==> config.mk <==
export PLATFORM = sky130hd
export DESIGN_NAME = postfix_stack_evaluator_core
export DESIGN_NICKNAME = d
export VERILOG_FILES = /design/src/pse_pkg.sv /design/src/pse_ram.sv /design/src/pse_div.sv /design/src/postfix_stack_evaluator_core.sv
export VERILOG_INCLUDE_DIRS = /design/src /design/src/src
export SDC_FILE = /design/constraint.sdc
export NUM_CORES = 1
export LEC_CHECK = 0
export BUFFER_PORTS_ARGS = -buffer_cell sky130_fd_sc_hd__clkbuf_2
export CAP_MARGIN = 20
export CORE_UTILIZATION = 60
export CTS_CLUSTER_DIAMETER = 120
export DETAILED_ROUTE_END_ITERATION = 10
export PLACE_DENSITY_LB_ADDON = 0.3
export RECOVER_POWER = 50
export SLEW_MARGIN = 20
export SYNTH_ARGS = -nofsm -noshare
export SYNTH_HDL_FRONTEND = slang
export SYNTH_HIERARCHICAL = 1
export SYNTH_SLANG_ARGS = --single-unit
==> constraint.sdc <==
create_clock -name clk -period 7.7 [get_ports clk]
set_input_delay 1.155 -clock clk [delete_from_list [all_inputs] [get_ports clk]]
set_output_delay 1.155 -clock clk [all_outputs]
set_load 0.05 [all_outputs]
==> src/postfix_stack_evaluator_core_defines.svh <==
// Assertion macros used by the evaluator core.
`ifndef POSTFIX_STACK_EVALUATOR_CORE_DEFINES_SVH
`define POSTFIX_STACK_EVALUATOR_CORE_DEFINES_SVH

`ifndef ASSERT_OFF
`define PSE_ASSERT(label, prop) \
	label: assert property (@(posedge clk) disable iff (!arst_n) prop) \
		else $error("postfix evaluator assertion failed");
`define PSE_ASSERT_NORST(label, prop) \
	label: assert property (@(posedge clk) prop) \
		else $error("postfix evaluator assertion failed");
`else
`define PSE_ASSERT(label, prop)
`define PSE_ASSERT_NORST(label, prop)
`endif

`endif

==> src/pse_pkg.sv <==
package pse_pkg;

	localparam int STACK_DEPTH_DEF = 64;
	localparam int DATA_W          = 8;
	localparam int FLAG_W          = 3;

	localparam logic [DATA_W-1:0] CH_ZERO   = 8'h30;
	localparam logic [DATA_W-1:0] CH_NINE   = 8'h39;
	localparam logic [DATA_W-1:0] CH_EMPTY  = 8'h24;
	localparam logic [DATA_W-1:0] CH_PLUS   = 8'h2B;
	localparam logic [DATA_W-1:0] CH_MINUS  = 8'h2D;
	localparam logic [DATA_W-1:0] CH_TIMES  = 8'h2A;
	localparam logic [DATA_W-1:0] CH_DIVIDE = 8'h2F;

	localparam int FLAG_DIV   = 0;
	localparam int FLAG_UNDER = 1;
	localparam int FLAG_OVER  = 2;

	typedef struct packed {
		logic              start;
		logic [DATA_W-1:0] dividend;
		logic [DATA_W-1:0] divisor;
	} div_req_t;

	typedef struct packed {
		logic              done;
		logic [DATA_W-1:0] quotient;
	} div_rsp_t;

endpackage

==> src/pse_ram.sv <==
module pse_ram #(
	parameter int WIDTH = 8,
	parameter int DEPTH = 64,
	localparam int AW = (DEPTH > 1) ? $clog2(DEPTH) : 1
) (
	input  logic             clk,
	input  logic             wr_en,
	input  logic [AW-1:0]    wr_addr,
	input  logic [WIDTH-1:0] wr_data,
	input  logic             rd_en,
	input  logic [AW-1:0]    rd_addr_a,
	output logic [WIDTH-1:0] rd_data_a,
	input  logic [AW-1:0]    rd_addr_b,
	output logic [WIDTH-1:0] rd_data_b
);

	logic [WIDTH-1:0] mem [DEPTH];

	always_ff @(posedge clk) begin
		if (wr_en) begin
			mem[wr_addr] <= wr_data;
		end
		if (rd_en) begin
			rd_data_a <= mem[rd_addr_a];
			rd_data_b <= mem[rd_addr_b];
		end
	end

endmodule

==> src/pse_div.sv <==
module pse_div (
	input  logic               clk,
	input  logic               arst_n,
	input  pse_pkg::div_req_t  req,
	output pse_pkg::div_rsp_t  rsp
);

	import pse_pkg::*;

	localparam int CNT_W = $clog2(DATA_W);

	logic             busy_q;
	logic             done_q;
	logic [CNT_W-1:0] cnt_q;
	logic [DATA_W-1:0] num_q;
	logic [DATA_W-1:0] den_q;
	logic [DATA_W-1:0] rem_q;
	logic              neg_q;

	logic [DATA_W:0]   partial;
	logic [DATA_W:0]   diff;
	logic              q_bit;
	logic [DATA_W-1:0] rem_next;
	logic [DATA_W-1:0] num_next;
	logic [DATA_W-1:0] num_mag;
	logic [DATA_W-1:0] den_mag;

	always_comb begin
		num_mag  = req.dividend[DATA_W-1] ? (~req.dividend + DATA_W'(1)) : req.dividend;
		den_mag  = req.divisor[DATA_W-1] ? (~req.divisor + DATA_W'(1)) : req.divisor;
		partial  = {rem_q, num_q[DATA_W-1]};
		diff     = partial - {1'b0, den_q};
		q_bit    = !diff[DATA_W];
		rem_next = q_bit ? diff[DATA_W-1:0] : partial[DATA_W-1:0];
		num_next = {num_q[DATA_W-2:0], q_bit};
	end

	always_ff @(posedge clk or negedge arst_n) begin
		if (!arst_n) begin
			busy_q <= 1'b0;
			done_q <= 1'b0;
			cnt_q  <= '0;
		end else if (req.start) begin
			busy_q <= 1'b1;
			done_q <= 1'b0;
			cnt_q  <= '0;
		end else if (busy_q) begin
			cnt_q <= cnt_q + CNT_W'(1);
			if (cnt_q == CNT_W'(DATA_W - 1)) begin
				busy_q <= 1'b0;
				done_q <= 1'b1;
			end
		end
	end

	always_ff @(posedge clk) begin
		if (req.start) begin
			num_q <= num_mag;
			den_q <= den_mag;
			rem_q <= '0;
			neg_q <= req.dividend[DATA_W-1] ^ req.divisor[DATA_W-1];
		end else if (busy_q) begin
			num_q <= num_next;
			rem_q <= rem_next;
		end
	end

	assign rsp.done     = done_q;
	assign rsp.quotient = neg_q ? (~num_q + DATA_W'(1)) : num_q;

endmodule

==> src/postfix_stack_evaluator_core.sv <==
// Postfix expression evaluator.
// Input stream: one character per transfer on s_tdata, s_tlast marks the last
// character of an expression. Digits push 0..9; + - * / pop two and push the
// 8-bit result; other codes pop two and push nothing.
// Output stream: one transfer per expression on m_tdata (final value, 36 when
// the stack is empty) with m_tuser flags divide-by-zero, underflow, overflow.
// Each character is accepted in ST_IDLE, which reads the top two stack entries
// through the two-read-port stack RAM, then in ST_EXEC updates the stack;
// s_tready stays low until it is done. A '/' with a nonzero divisor waits in
// ST_DIV for the bit-serial divider (one quotient bit per cycle). A last
// character that pops without pushing and leaves values needs one extra RAM
// read in ST_TOP to fetch the new top. m_tvalid and the result are registered.
// Reset empties the stack and clears the flags at once; no clearing pass.
// The result waits in an output register; new characters are still taken
// while it waits, and only a further last character stalls until it leaves.
module postfix_stack_evaluator_core #(
	parameter int STACK_DEPTH = pse_pkg::STACK_DEPTH_DEF
) (
	input  logic                              clk,
	input  logic                              arst_n,
	input  logic                              s_tvalid,
	output logic                              s_tready,
	input  logic [pse_pkg::DATA_W-1:0]        s_tdata,   // [7:0] symbol
	input  logic                              s_tlast,
	output logic                              m_tvalid,
	input  logic                              m_tready,
	output logic signed [pse_pkg::DATA_W-1:0] m_tdata,   // [7:0] value
	output logic [pse_pkg::FLAG_W-1:0]        m_tuser    // [0] divided_by_zero,
	                                                     // [1] underflowed, [2] overflowed
);

	import pse_pkg::*;

	`include "postfix_stack_evaluator_core_defines.svh"

	localparam int AW  = $clog2(STACK_DEPTH);
	localparam int SPW = $clog2(STACK_DEPTH + 1);

	typedef enum logic [3:0] {
		ST_IDLE = 4'b0001,
		ST_EXEC = 4'b0010,
		ST_DIV  = 4'b0100,
		ST_TOP  = 4'b1000
	} state_t;

	state_t            state_q;
	logic [SPW-1:0]    sp_q;
	logic [FLAG_W-1:0] flags_q;
	logic [DATA_W-1:0] sym_q;
	logic              last_q;
	logic              m_tvalid_q;
	logic [DATA_W-1:0] m_tdata_q;
	logic [FLAG_W-1:0] m_tuser_q;

	logic [DATA_W-1:0] rd_a;
	logic [DATA_W-1:0] rd_b;
	logic              rd_en;
	logic [AW-1:0]     rd_addr_a;
	logic [AW-1:0]     rd_addr_b;
	logic              wr_en;

	div_req_t div_req;
	div_rsp_t div_rsp;

	logic              is_digit;
	logic              is_op;
	logic              has1;
	logic              has2;
	logic              full;
	logic [DATA_W-1:0] right;
	logic [DATA_W-1:0] left;
	logic [DATA_W-1:0] arith;
	logic              need_div;
	logic              push_en;
	logic [AW-1:0]     push_addr;
	logic [DATA_W-1:0] push_data;
	logic [SPW-1:0]    sp_pop;
	logic [SPW-1:0]    sp_next;
	logic [DATA_W-1:0] top_val;
	logic [FLAG_W-1:0] flag_set;
	logic [FLAG_W-1:0] flags_next;
	logic              go_top;
	logic              final_empty;
	logic [DATA_W-1:0] out_value;
	logic [FLAG_W-1:0] out_flags;

	logic accept;
	logic out_free;
	logic commit;
	logic top_emit;
	logic emit;

	always_comb begin
		is_digit = sym_q inside {[CH_ZERO:CH_NINE]};
		is_op    = sym_q inside {CH_PLUS, CH_MINUS, CH_TIMES, CH_DIVIDE};
		has1     = sp_q != '0;
		has2     = sp_q > SPW'(1);
		full     = sp_q == SPW'(STACK_DEPTH);
		right    = has1 ? rd_a : CH_EMPTY;
		left     = has2 ? rd_b : CH_EMPTY;
		need_div = (sym_q == CH_DIVIDE) && (right != '0);

		case (sym_q)
			CH_PLUS: begin
				arith = left + right;
			end
			CH_MINUS: begin
				arith = left - right;
			end
			CH_TIMES: begin
				arith = DATA_W'(left * right);
			end
			CH_DIVIDE: begin
				arith = (right == '0) ? '0 : div_rsp.quotient;
			end
			default: begin
				arith = '0;
			end
		endcase

		flag_set  = '0;
		push_en   = 1'b0;
		push_addr = AW'(sp_q);
		push_data = arith;
		sp_pop    = has2 ? (sp_q - SPW'(2)) : '0;
		sp_next   = sp_q;
		top_val   = rd_a;

		if (is_digit) begin
			if (full) begin
				flag_set[FLAG_OVER] = 1'b1;
			end else begin
				push_en   = 1'b1;
				push_data = sym_q - CH_ZERO;
				sp_next   = sp_q + SPW'(1);
				top_val   = sym_q - CH_ZERO;
			end
		end else begin
			flag_set[FLAG_UNDER] = !has2;
			if (is_op) begin
				push_en   = 1'b1;
				push_addr = AW'(sp_pop);
				sp_next   = sp_pop + SPW'(1);
				top_val   = arith;
				flag_set[FLAG_DIV] = (sym_q == CH_DIVIDE) && (right == '0);
			end else begin
				sp_next = sp_pop;
			end
		end

		flags_next  = flags_q | flag_set;
		go_top      = !is_digit && !is_op && last_q && (sp_pop != '0);
		final_empty = sp_next == '0;
		out_value   = final_empty ? CH_EMPTY : top_val;
		out_flags   = flags_next;
		out_flags[FLAG_UNDER] = flags_next[FLAG_UNDER] | final_empty;
	end

	assign accept   = s_tvalid && (state_q == ST_IDLE);
	assign out_free = !m_tvalid_q || m_tready;
	assign commit   = ((state_q == ST_EXEC) && !need_div && !go_top && (!last_q || out_free))
		|| ((state_q == ST_DIV) && div_rsp.done && (!last_q || out_free));
	assign top_emit = (state_q == ST_TOP) && out_free;
	assign emit     = (commit && last_q) || top_emit;

	assign rd_en     = accept || ((state_q == ST_EXEC) && go_top);
	assign rd_addr_a = (state_q == ST_IDLE) ? AW'(sp_q - SPW'(1)) : AW'(sp_pop - SPW'(1));
	assign rd_addr_b = AW'(sp_q - SPW'(2));
	assign wr_en     = commit && push_en;

	assign div_req.start    = (state_q == ST_EXEC) && need_div;
	assign div_req.dividend = left;
	assign div_req.divisor  = right;

	pse_ram #(
		.WIDTH(DATA_W),
		.DEPTH(STACK_DEPTH)
	) u_stack (
		.clk      (clk),
		.wr_en    (wr_en),
		.wr_addr  (push_addr),
		.wr_data  (push_data),
		.rd_en    (rd_en),
		.rd_addr_a(rd_addr_a),
		.rd_data_a(rd_a),
		.rd_addr_b(rd_addr_b),
		.rd_data_b(rd_b)
	);

	pse_div u_div (
		.clk   (clk),
		.arst_n(arst_n),
		.req   (div_req),
		.rsp   (div_rsp)
	);

	always_ff @(posedge clk or negedge arst_n) begin
		if (!arst_n) begin
			state_q <= ST_IDLE;
		end else begin
			case (state_q)
				ST_IDLE: begin
					if (accept) begin
						state_q <= ST_EXEC;
					end
				end
				ST_EXEC: begin
					if (need_div) begin
						state_q <= ST_DIV;
					end else if (go_top) begin
						state_q <= ST_TOP;
					end else if (commit) begin
						state_q <= ST_IDLE;
					end
				end
				ST_DIV: begin
					if (commit) begin
						state_q <= ST_IDLE;
					end
				end
				ST_TOP: begin
					if (top_emit) begin
						state_q <= ST_IDLE;
					end
				end
				default: begin
					state_q <= ST_IDLE;
				end
			endcase
		end
	end

	always_ff @(posedge clk or negedge arst_n) begin
		if (!arst_n) begin
			sp_q    <= '0;
			flags_q <= '0;
		end else if (commit) begin
			sp_q    <= last_q ? '0 : sp_next;
			flags_q <= last_q ? '0 : flags_next;
		end else if ((state_q == ST_EXEC) && go_top) begin
			sp_q    <= sp_pop;
			flags_q <= flags_next;
		end else if (top_emit) begin
			sp_q    <= '0;
			flags_q <= '0;
		end
	end

	always_ff @(posedge clk) begin
		if (accept) begin
			sym_q  <= s_tdata;
			last_q <= s_tlast;
		end
	end

	always_ff @(posedge clk or negedge arst_n) begin
		if (!arst_n) begin
			m_tvalid_q <= 1'b0;
		end else if (emit) begin
			m_tvalid_q <= 1'b1;
		end else if (m_tready) begin
			m_tvalid_q <= 1'b0;
		end
	end

	always_ff @(posedge clk) begin
		if (emit) begin
			m_tdata_q <= top_emit ? rd_a : out_value;
			m_tuser_q <= top_emit ? flags_q : out_flags;
		end
	end

	assign s_tready = state_q == ST_IDLE;
	assign m_tvalid = m_tvalid_q;
	assign m_tdata  = $signed(m_tdata_q);
	assign m_tuser  = m_tuser_q;

	`PSE_ASSERT(a_sp_bound, sp_q <= SPW'(STACK_DEPTH))
	`PSE_ASSERT(a_last_clears, (commit && last_q) |=> (sp_q == '0) && (flags_q == '0))
	`PSE_ASSERT(a_div_wait, div_req.start |=> (state_q == ST_DIV) && !div_rsp.done)
	`PSE_ASSERT(a_wr_rd_excl, wr_en |-> !rd_en)

endmodule

# After elaboration in Yosys (flattened, before gate mapping)

Memory sizes are Yosys's and may differ from the RTL's. A register that Yosys moved wholly into a read port is not among the register bits.
Cells that the tools add are included.

Output and inout port bits: 13
RAM bits: 512
Word-level logic and storage cells: 152
Bits in registers: 65
Memories kept: 1
Input bits: 13

Memory list:

| name        | depth | bits a word | rd ports | clocked after Yosys merged registers in | write ports | RTL line      | RTL |
|---|---|---|---|---|---|---|---|
| u_stack.mem | 64    | 8           | 2        | 2                                       | 1           | pse_ram.sv:17 | `logic [WIDTH-1:0] mem [DEPTH];` |

Mux-type cells: 58
Reductions and logical operators: 42
$add $sub $neg: 13
Multipliers: 1
Magnitude comparators: 3
Equality and inequality tests: 12
Bitwise gates (word level): 6

Operators by type and width:

| operator            | count |
|---|---|
| $mux 8              | 15 |
| $mux 7              | 9 |
| $eq 8x6->1 const B  | 4 |
| $pmux 8 s4          | 1 |
| $add 8x1->8 const B | 3 |
| $not 8->8           | 3 |
| $mux 3              | 7 |
| $mux 4              | 5 |
| $mux 6              | 3 |
| $logic_and 1x1->1   | 17 |
| $mux 1              | 16 |
| $pmux 4 s4          | 1 |
| $add 7x1->7 const B | 2 |
| $reduce_bool 7->1   | 2 |
| $sub 6x1->6 const B | 2 |
| $sub 9x8->9         | 1 |
| $add 8x8->8         | 1 |
| $ge 8x6->1 const B  | 1 |
| $le 8x6->1 const B  | 1 |
| $logic_not 1->1     | 8 |
| $logic_not 8->1     | 1 |
| $mul 8x8->8         | 1 |
| $reduce_bool 8->1   | 1 |
| $sub 8x6->8 const B | 1 |
| other kinds (22)    | 29 |

# Depth between registers and ports, before layout

Depth in word-level cells: 14
Depth in mapped cells: 25
Gate-level depth less buffers: 22

# Hierarchy

The synthesis kept the hierarchy.

Modules (own cells, without submodules):

| module                       | cells each | area each (µm²) | instances | sequential area each (µm²) |
|---|---|---|---|---|
| pse_ram                      | 1211       | 24434.7         | 1         | 15855.2 |
| postfix_stack_evaluator_core | 520        | 4219.0          | 1         | 977.2 |
| pse_div                      | 218        | 2045.7          | 1         | 795.8 |

# Worst setup path before layout

OpenSTA, ideal clock, no wires.

Kind: flip-flop to flip-flop
Start point: reg sp_q[1]
End point: reg m_tdata_q[5], in the netlist m_tdata[5], data pin
Buffers on the path: 3
Period minus slack after synthesis: 6.820 ns
Arrival time: 6.547 ns
Cell stages (with the launch flop): 24
Data required time: 7.427 ns
Slack: 0.880 ns
Library setup time: 0.273 ns
Cell sequence: dfrtp_1 > clkbuf_1 > inv_1 > ha_1 > a21boi_0 > o21ai_0 > clkbuf_1 > clkbuf_1 > nand2_1 > inv_1 > nand2_1 > fa_1 > inv_1 > fa_1 > ha_1 > inv_1 > fa_1 > inv_1 > ha_1 > xor2_1 > a221oi_1 > o21ai_0 > nor2b_1 > o21ai_1

Elaborated cells between the ends (all ways): 24
Classes of those cells: 5 x add/sub; 1 x mul; 1 x order compare; 1 x eq/ne; 13 x mux; 3 x reduce/logical

RTL lines:

| item                   | RTL line                            | RTL |
|---|---|---|
| from (decl)            | postfix_stack_evaluator_core.sv:47  | `logic [SPW-1:0] sp_q;` |
| from (signal assigned) | postfix_stack_evaluator_core.sv:238 | `sp_q <= last_q ? '0 : sp_next;` |
| from (signal assigned) | postfix_stack_evaluator_core.sv:241 | `sp_q <= sp_pop;` |
| $sub 7x2->7 (*)        | n/a                                 |  |
| named net rd_addr_b[1] | postfix_stack_evaluator_core.sv:59  | `logic [AW-1:0] rd_addr_b;` |
| $mux 7 (*)             | postfix_stack_evaluator_core.sv:125 | `sp_pop = has2 ? (sp_q - SPW'(2)) : '0;` |
| $add 7x1->7            | postfix_stack_evaluator_core.sv:143 | `sp_next = sp_pop + SPW'(1);` |
| $mux 7 (*)             | postfix_stack_evaluator_core.sv:140 | `if (is_op) begin` |
| $mux 7 (*)             | postfix_stack_evaluator_core.sv:129 | `if (is_digit) begin` |
| $logic_not 7->1 (*)    | postfix_stack_evaluator_core.sv:153 | `final_empty = sp_next == '0;` |
| $mux 8 (*)             | postfix_stack_evaluator_core.sv:154 | `out_value = final_empty ? CH_EMPTY : top_val;` |
| $mux 8 (*)             | postfix_stack_evaluator_core.sv:268 | `m_tdata_q <= top_emit ? rd_a : out_value;` |
| to (signal assigned)   | postfix_stack_evaluator_core.sv:268 |  |
| to (decl)              | postfix_stack_evaluator_core.sv:52  | `logic [DATA_W-1:0] m_tdata_q;` |

The timed path passes the listed nets; every way through them passes the cells marked *.
A chain may end at the register's enable or synchronous reset.

==> key figures <==
Timing
  • Final Cycle Share: roughly nine tenths
  • Final setup margin: ~0.92 ns
  • Fin crit period: approximately 6.8 ns
  • Worst-Margin Slew: around 3.5 ns
  • Hold Fails Final Rpt: 0
  • Setup TNS: 0 ns
  • Fin Clk Skew: between 0.03 and 0.04 ns
  • Setup violators final: 0
  • Slew Viols, Final: ~320
  • Max_slew headroom: -136%
  • Highest Clock Rate: roughly 150 MHz
  • RSZ-0062 raised after global routing: false

Global routing
  • Total track usage: between 30% and 40%
  • Initial antenna violation count: 2
  • Largest net degree at the start of global routing: between 100 and 150
  • Gr ovfl total: 0
  • Vias in the first global route: approximately 19,000
  • First-pass GRT wire length: 120 mm

Worst setup path
  • Crit path capture type: flip-flop
  • WP data required: around 8 ns
  • Kind of critical path: flip-flop to flip-flop
  • Crit Path Max Fanout: 64
  • CP top delay family: adder cells
  • Crit-path max cell delay: approximately 0.61 ns
  • Critical path startpoint category: flip-flop
  • Cells along the critical path: inv_6, ha_1, a21boi_0, o21ai_1, nand2_1, inv_1, nand2_1, fa_1, fa_1, inv_1, fa_1, inv_1, fa_1, inv_1, ha_1, a21oi_1, xnor2_1, xnor2_1, xnor2_1, a21oi_1, nand2_2, buf_4
  • CP Buf/Inv Count: 6
  • Max stage delay cell, worst path: dfrtp_1
  • Crit path arrival time: ~7 ns

Detailed routing
  • Final ANT Viol Nets: 0
  • Routed WL: between 70 and 80 mm
  • Iter 0 DRT Violations: approximately 2,200
  • Wire length on met1: slightly below 30 mm
  • Via-per-instance ratio: roughly 7.1
  • Top routing layer used: met5
  • Initial DRT Pass Iterations: 6
  • DR WL met2: 38.0 mm
  • Remaining DRCs: 0
  • DR WL/cell: between 20 and 30 µm
  • Via count: roughly 19,000
  • Met3 Routed Length: between 8 and 9 mm

Cells and area
  • # diodes: 0
  • Fillers: roughly 3,400
  • # nets final: about 2,000
  • Layout cell share with drive strength beyond 1: a little over a fifth
  • Area delta synth->final: 8.56%

CTS
  • Clock Root Buffer: clkbuf_16
  • Cts hold-fix bufs: 0
  • Clk buf depth: 3
  • Clock Latency Late Sink: roughly 0.66 ns
  • H-tree depth: 2
  • Post-CTS Resized: 0
  • Num CTS Buffers: 60
  • CTS sink cnt: between 500 and 600
  • Clock slew at reported path FFs: 0.06 ns
  • Postcts setup bufs: 0
  • CTS tree: yes

Synthesis
  • Synth Warn #: 6
  • Post-synthesis sequential area ratio: a little under three fifths
  • Synthesized area: ~0.03 mm²
  • #FFs+latches synth: a little under 600
  • Synthesized Nets: about 2,000
  • Top FF cell, synth: edfxtp_1
  • Syn_area_per_cell: about 16 µm²
  • Post-synth cell types: 89
  • EDFF count, synth: about 570
  • Synth Instances: between 1,500 and 2,000
  • Synth async-reset ratio: roughly 3.4%

Floorplanning
  • Die W: 228 µm
  • Die ar.: 0.0521 mm²
  • Row cnt: 82
  • I/O pins: 26
  • Initial Utilization: 61.1%
  • Core Area: a little over 0.05 mm²
  • Die H: between 200 and 250 µm

Status
  • Status: finished with violations
  • Failing checks: max-capacitance violations, max-slew violations

Place
  • DP HPWL: roughly 52 mm
  • Dpl ws: about 1 ns
  • GPL Wtd Cong: 1.01
  • IO buf count: 25

Min path
  • Worst Hold Class: flip-flop to flip-flop

Run
  • Max_cap viols: 5
==> sequential cells by signal, indices dropped and copies added, names as in the netlist, 3 cells and up <==
name               flops
u_stack/mem          512
m_tdata                8
sym_q                  8
u_div/den_q            8
u_div/num_q            8
u_div/rem_q            8
u_stack/rd_data_a      8
u_stack/rd_data_b      8
sp_q                   7
state_q                4
flags_q                3
m_tuser                3
u_div/cnt_q            3
==> worst paths after layout <==
path                                           endpoint                         from  slack (ns)  cells past startpoint
min                         u_div/rem_q[6]$_SDFFE_PP0P_  u_div/rem_q[6]$_SDFFE_PP0P_        0.49                      2
max in group asynchronous           sp_q[0]$_DFFE_PN0P_                       arst_n        5.99                      1
max reg2reg                u_stack/mem[49][7]$_DFFE_PP_          sp_q[1]$_DFFE_PN0P_        0.92                     22
min in group asynchronous           sp_q[3]$_DFFE_PN0P_                       arst_n        0.80                      1
max                        u_stack/mem[49][7]$_DFFE_PP_          sp_q[1]$_DFFE_PN0P_        0.92                     22
min reg2reg                 u_div/rem_q[6]$_SDFFE_PP0P_  u_div/rem_q[6]$_SDFFE_PP0P_        0.49                      2
==> stage by stage <==
stage	util (%)	cells	cell area (µm²)	hold WS (ns)
floorplan	-	1949	30700	0.441
global placement	62.5	2558	31400	0.457
detailed placement	62.5	2558	31400	0.480
CTS	66.6	2670	33500	0.491
global route	66.3	2671	33300	0.523
finish	66.3	2671	33300	0.492
==> cells in the mapped netlist (9+ instances only) <==
master / n / area (µm²)
o22ai_1: 25 / 156
nor2b_1: 16 / 100
buf_1: 12 / 45.0
buf_2: 35 / 175
fa_1: 14 / 280
clkbuf_1: 55 / 206
a221oi_1: 11 / 96.3
xor2_1: 16 / 140
nor3_1: 18 / 90.1
a21oi_1: 43 / 215
nand2_1: 119 / 447
dfrtp_1: 19 / 475
o21ai_1: 10 / 50.1
a21o_1: 11 / 82.6
xnor2_1: 44 / 385
and2_1: 14 / 87.6
mux2i_1: 78 / 781
nor2_1: 136 / 510
a211oi_1: 10 / 75.1
edfxtp_1: 565 / 17000
nand3_1: 33 / 165
nand2b_1: 27 / 169
o221ai_1: 9 / 78.8
inv_1: 79 / 297
buf_4: 14 / 105
mux4_2: 270 / 6080
ha_1: 49 / 613
a22oi_1: 16 / 120
o21ai_0: 44 / 220
==> metal layers <==
| layer | global-route usage (%) | vias up |
|---|---|---|
| met5 | 0 | - |
| met4 | 14.2 | 2 |
| met3 | 6.80 | 243 |
| met2 | 49.4 | 1111 |
| met1 | 41.8 | 9720 |
| li1 | - | 7837 |
==> layout by cell type, fill, tap and decap left out, types with 43 or more instances in the layout <==
cell type,Yosys,final
edfxtp_1,565,565
mux4_2,270,270
nor2_1,136,135
nand2_1,119,117
mux2i_1,78,77
inv_1,79,74
clkbuf_16,0,61
ha_1,49,49
a21oi_1,43,43
xnor2_1,44,43
==> cell type report <==
type                    count  area (µm²)  share of cell area [%]
flip-flops and latches    593       17600                    52.9
multi-input cells        1154       12200                    36.5
clock buffers              71        1560                    4.69
well taps                 672         841                    2.52
clock inverters            41         485                    1.46
repair buffers             60         325                   0.976
inverters                  80         313                   0.939
==> kinds of logic (layout without fill, tap and decap cells) <==
| group | Yosys count | count (layout) | share of synthesized area, % |
|---|---|---|---|
| flops | 593 | 593 | 57.4 |
| simple gates | 416 | 416 | 6.48 |
| mux | 353 | 353 | 22.5 |
| compound gates | 260 | 260 | 5.88 |
| buf+inv | 202 | 252 | 2.93 |
| fa+ha+maj | 63 | 63 | 2.91 |
| xor+xnor | 62 | 62 | 1.84 |
==> worst min-delay path, cell delays in order (launching register included) <==
cell	delay, ns
dfxtp_1	0.32
nand2_1	0.05
o21ai_0	0.07
Power is left out: the tool's default activity adds up to more than one toggle a clock period on the data nets, which glitch-free logic cannot reach.
